## config.mk

```make
export PLATFORM = sky130hd
export DESIGN_NAME = pich_mac
export DESIGN_NICKNAME = d
export VERILOG_FILES = /design/src/hdl/pich_pkg.sv /design/src/hdl/pich_mac.sv
export SDC_FILE = /design/constraint.sdc
export NUM_CORES = 2
export LEC_CHECK = 0
export ABC_AREA = 1
export BUFFER_PORTS_ARGS = -buffer_cell sky130_fd_sc_hd__buf_2
export CELL_PAD_IN_SITES_DETAIL_PLACEMENT = 0
export CELL_PAD_IN_SITES_GLOBAL_PLACEMENT = 2
export CORE_MARGIN = 1
export CORE_UTILIZATION = 34
export CTS_CLUSTER_DIAMETER = 120
export DETAILED_ROUTE_END_ITERATION = 6
export PLACE_DENSITY_LB_ADDON = 0.1
export RECOVER_POWER = 100
export REMOVE_ABC_BUFFERS = 1
export SLEW_MARGIN = 40
export SYNTH_ARGS = -nofsm -noshare
export SYNTH_HDL_FRONTEND = slang
export SYNTH_SLANG_ARGS = --single-unit
```

## constraint.sdc

```tcl
create_clock -name i_clk -period 5.32 [get_ports i_clk]
set_input_delay 0.532 -clock i_clk [delete_from_list [all_inputs] [get_ports i_clk]]
set_output_delay 0.532 -clock i_clk [all_outputs]
set_load 0.02 [all_outputs]
```

## src/hdl/pich_pkg.sv

```systemverilog
// Shared types and codes of the point-in-convex-hull test core.
// No dependencies; used by pich_mac, the core and the testbench, not by pich_face_store.
package pich_pkg;

    localparam int CORNERS = 3;

    localparam logic OP_LOAD  = 1'b0;
    localparam logic OP_QUERY = 1'b1;

    localparam logic [1:0] CORNER_LAST = 2'd2;

    localparam logic [1:0] VERDICT_OUTSIDE  = 2'd0;
    localparam logic [1:0] VERDICT_INSIDE   = 2'd1;
    localparam logic [1:0] VERDICT_BOUNDARY = 2'd2;
    localparam logic [1:0] VERDICT_INVALID  = 2'd3;

    localparam logic [1:0] SIGN_NONE = 2'd0;
    localparam logic [1:0] SIGN_POS  = 2'd1;
    localparam logic [1:0] SIGN_NEG  = 2'd2;

    // Control of the shared multiply-accumulate unit for one product.
    typedef struct packed {
        logic en;
        logic clr;
        logic neg;
    } t_mac_op;

endpackage

```

## src/hdl/pich_mac.sv

```systemverilog
// Shared signed multiplier with a registered product and an exact accumulator.
// Depends on pich_pkg for the operation struct.
module pich_mac #(
    parameter int A_W   = 35,
    parameter int B_W   = 17,
    parameter int ACC_W = 54
) (
    input  logic                    i_clk,
    input  logic                    i_rst_n,
    input  logic signed [A_W-1:0]   i_a,
    input  logic signed [B_W-1:0]   i_b,
    input  pich_pkg::t_mac_op       i_op,
    output logic signed [ACC_W-1:0] o_acc
);

    logic signed [A_W+B_W-1:0] r_prod;
    logic signed [ACC_W-1:0]   r_acc;
    logic signed [ACC_W-1:0]   prod_ext;
    pich_pkg::t_mac_op         r_op;

    assign prod_ext = ACC_W'(r_prod);

    always_ff @(posedge i_clk) begin
        if (!i_rst_n) begin
            r_op <= '0;
        end else begin
            r_op <= i_op;
        end
        r_prod <= i_a * i_b;
        if (r_op.en) begin
            if (r_op.clr) begin
                r_acc <= r_op.neg ? -prod_ext : prod_ext;
            end else begin
                r_acc <= r_op.neg ? r_acc - prod_ext : r_acc + prod_ext;
            end
        end
    end

    assign o_acc = r_acc;

endmodule

```

==> impl_metrics.yaml <==
outcome:
  outcome: "finished, violations left"
  violations: "design-rule violations, max-capacitance violations, max-slew violations, negative setup slack"
critical_path:
  setup.worst_path.end_class: "register"
  worst_setup_path_start_kind: "input pin"
  reg2reg_to: "o_acc[37]"
  crit_slowest_cell: "fa_1"
  crit_top_cell: "fa_1"
  crit_type: "in2reg"
  critPathMaxFanout: 8
  critPathMaxStageDelay_ps: 560
  r2r-start: "r_op[0]"
  r2r_cells: 13
  crit_required_ps: 5620
  arrival_ps: 5730
  rrSetupSlack_ps: 210
cells_and_area:
  fillers: 9943
  antenna_cells: 0
  fin_area_um2: 40700
  areaGrowthSynthToFinish_pct: 26.6
  layout_commonest_cell: "nand2_1"
  drive_above_1_share_pct: 20.4
  fin_nets: 5849
  final_cell_mix: "1,293 x nand2_1, 1,108 x inv_1, 522 x fa_1"
cts:
  cts_num_sinks: 109
  cts_buffer_depth: 2
  cts_buffers: 9
  holdBufCountCts: 0
  root_buffer: "clkbuf_16"
  cts_tree: "done"
  clock_latency_ps: 400
  clk_pin_slew_ps: 80
  htreeDepth: 3
sta:
  rsz0062_at_grt: "yes"
  post-route-period-util_pct: 102
  tightest_slew_ps: 1950
  finalSetupViolations: 9
  slew_headroom_pct: -29.9
  finalMaxSlewViolations: 87
  final-hold-violation-count: 0
  final.setup.worst_slack_ps: -105
  fin_crit_ps: 5420
  fmax_mhz: 184
  clock_skew_ps: 26.4
route:
  drc: 2
  drt_wl_total_um: 122000
  wl_per_cell_um: 19.3
  antenna_left: 0
  vias: 29500
  drt-initial-drc-count: 1459
  firstDrtPassIters: 7
  viasPerCell: 4.67
floorplan:
  die_area_um2: 95800
  start_util_pct: 34.4
  ioPinCount: 111
  die_w_um: 310
  rows: 112
  core_area_um2: 93500
  die_y_um: 310
synth:
  synth_top_area_cell: "fa_1"
  synth-simple-area-share_pct: 25.0
  yosys-top-cells-area: "fa_1 35%, nand2_1 16%, inv_1 14%, ha_1 6.8%, edfxtp_1 5.0%"
  async_reset_ff_share_pct: 0
  syn_avg_cell_area_um2: 6.92
  synth_cells: 4647
  ys_types: 48
  synth_xor_area_share_pct: 2.15
  synth_top_family_by_area: "adder cells"
  synth_warnings: 0
  synth_seq_cells: 109
  ys_seq_area_share_pct: 8.47
  synth_area_um2: 32200
  netlist.area_leader.share_pct: 35.3
  synth_edf_count: 54
  synth-compound-area-share_pct: 6.32
  synthMuxAreaShare_pct: 0.0311
  ys.flop_type: "dfxtp_1"
  synthAdderAreaFrac_pct: 42.1
flow_run:
  drv_cap: 3
worst_hold_path:
  worstHoldStart: "i_op[0]"
  whs_endpoint: "r_op[0]"
  holdPathStages: 3
  min_path_type: "in2reg"
grt:
  grt_pass1_wl_um: 182000
  grt_usage_pct: 25.3
  grt_max_degree: 81
  grt_pass1_vias: 30700
  grt_overflow_total: 0
  grt_antenna_before_repair: 1
place:
  hpwlAfterDp_um: 99600
  port_buffers: 110
  gp_congestion: 0.970
  dpl_cell_area_um2: 36900
-- cells in the mapped netlist, types with 2 or more instances --
cell type and number:
fa_1 567, and3_1 5, a31oi_1 8, nor3_2 3, o21a_1 7, nand3b_1 8
nand3_2 4, a21oi_1 153, and2_1 4, a21o_1 5, buf_1 7, nor2_1 311
xnor2_1 21, nand2_2 3, xor2_1 58, edfxtp_1 54, nand4_1 41, a31o_2 5
o22ai_1 2, clkinv_1 2, nand3_1 157, nand2_1 1374, or2_2 23, ha_1 175
inv_1 1187, nor2_2 10, o21ai_1 6, nor4_1 2, o211ai_1 13, nor3_1 32
o21bai_1 20, a32o_1 2, inv_2 2, dfxtp_1 55, clkbuf_1 162, a32oi_1 3
nor2_4 5, o21ai_0 139, o21ai_2 3
-- routing by layer --
layer / track usage [%] / wire [um] / vias to the layer above
li1: - / - / 14400
met1: 32.1 / 51600 / 14200
met2: 45.1 / 60100 / 611
met3: 0.895 / 3270 / 211
met4: 10.8 / 6530 / 0
met5: 0 / 0 / -
-- metrics by stage --
step           setup TNS, ps  hold WS [ps]  util [%]  worst slack [ps]  std cells
6_report                -399           322      43.6              -105       6309
5_1_grt                -5270           323      43.6              -262       6309
4_1_cts                 -377           301      42.0             -55.0       6276
3_5_place_dp          -30000           576      39.5             -1020       6228
3_3_place_gp          -28770           566      39.4             -1040       6227
2_1_floorplan         -32700           529         -              -617       4477
-- worst max-delay path, delay by kind of cell --
kind	cells	cell delay (ps)
and+or+nand+nor	7	720
adders and majority gates	7	3380
buffers and inverters	10	860
xor gates and xnor gates	1	200
-- cell type report --
class,count,area (um^2),share of cell area (%)
multi-input combinational,3177,26600,65.3
tap,1254,1570,3.85
clock inverter,6,45.0,0.111
sequential,109,2720,6.69
timing repair buffer,562,5060,12.4
clock buffer,10,250,0.615
inverter,1191,4500,11.0
-- timing repair --
action                                  in CTS  in global routing
pin swaps                                  136                173
endpoints found under the setup margin      39                 40
cloned                                      13                  6
setup buffers                               20                 30
resized for setup                          403                375
-- state kept, by name, summed over array words and instances, names as in the netlist --
| register | flops |
|---|---|
| r_op | 3 |
| r_prod | 52 |
| o_acc | 54 |
-- cells by family after synthesis --
group,count (synthesis)
xor+xnor,79
compound gates,369
buf+inv,1361
mux,1
fa+ha+maj,742
simple gates,1986
flops,109
-- worst max-delay path by stage --
stage               depth (start not counted)  slack (ps)  startpoint    endpoint
CTS                                        25         -60      i_b[2]  r_prod[47]
detailed placement                         21       -1020     i_b[12]  r_prod[46]
floorplan                                  11        -620     r_op[0]   o_acc[11]
global placement                           21       -1040     i_b[12]  r_prod[46]
global route                               25        -260      i_b[7]  r_prod[39]
finish                                     25        -100      i_b[6]  r_prod[39]
Power is left out: the tool's default activity adds up to more than one toggle a clock period on the data nets, which glitch-free logic cannot reach.
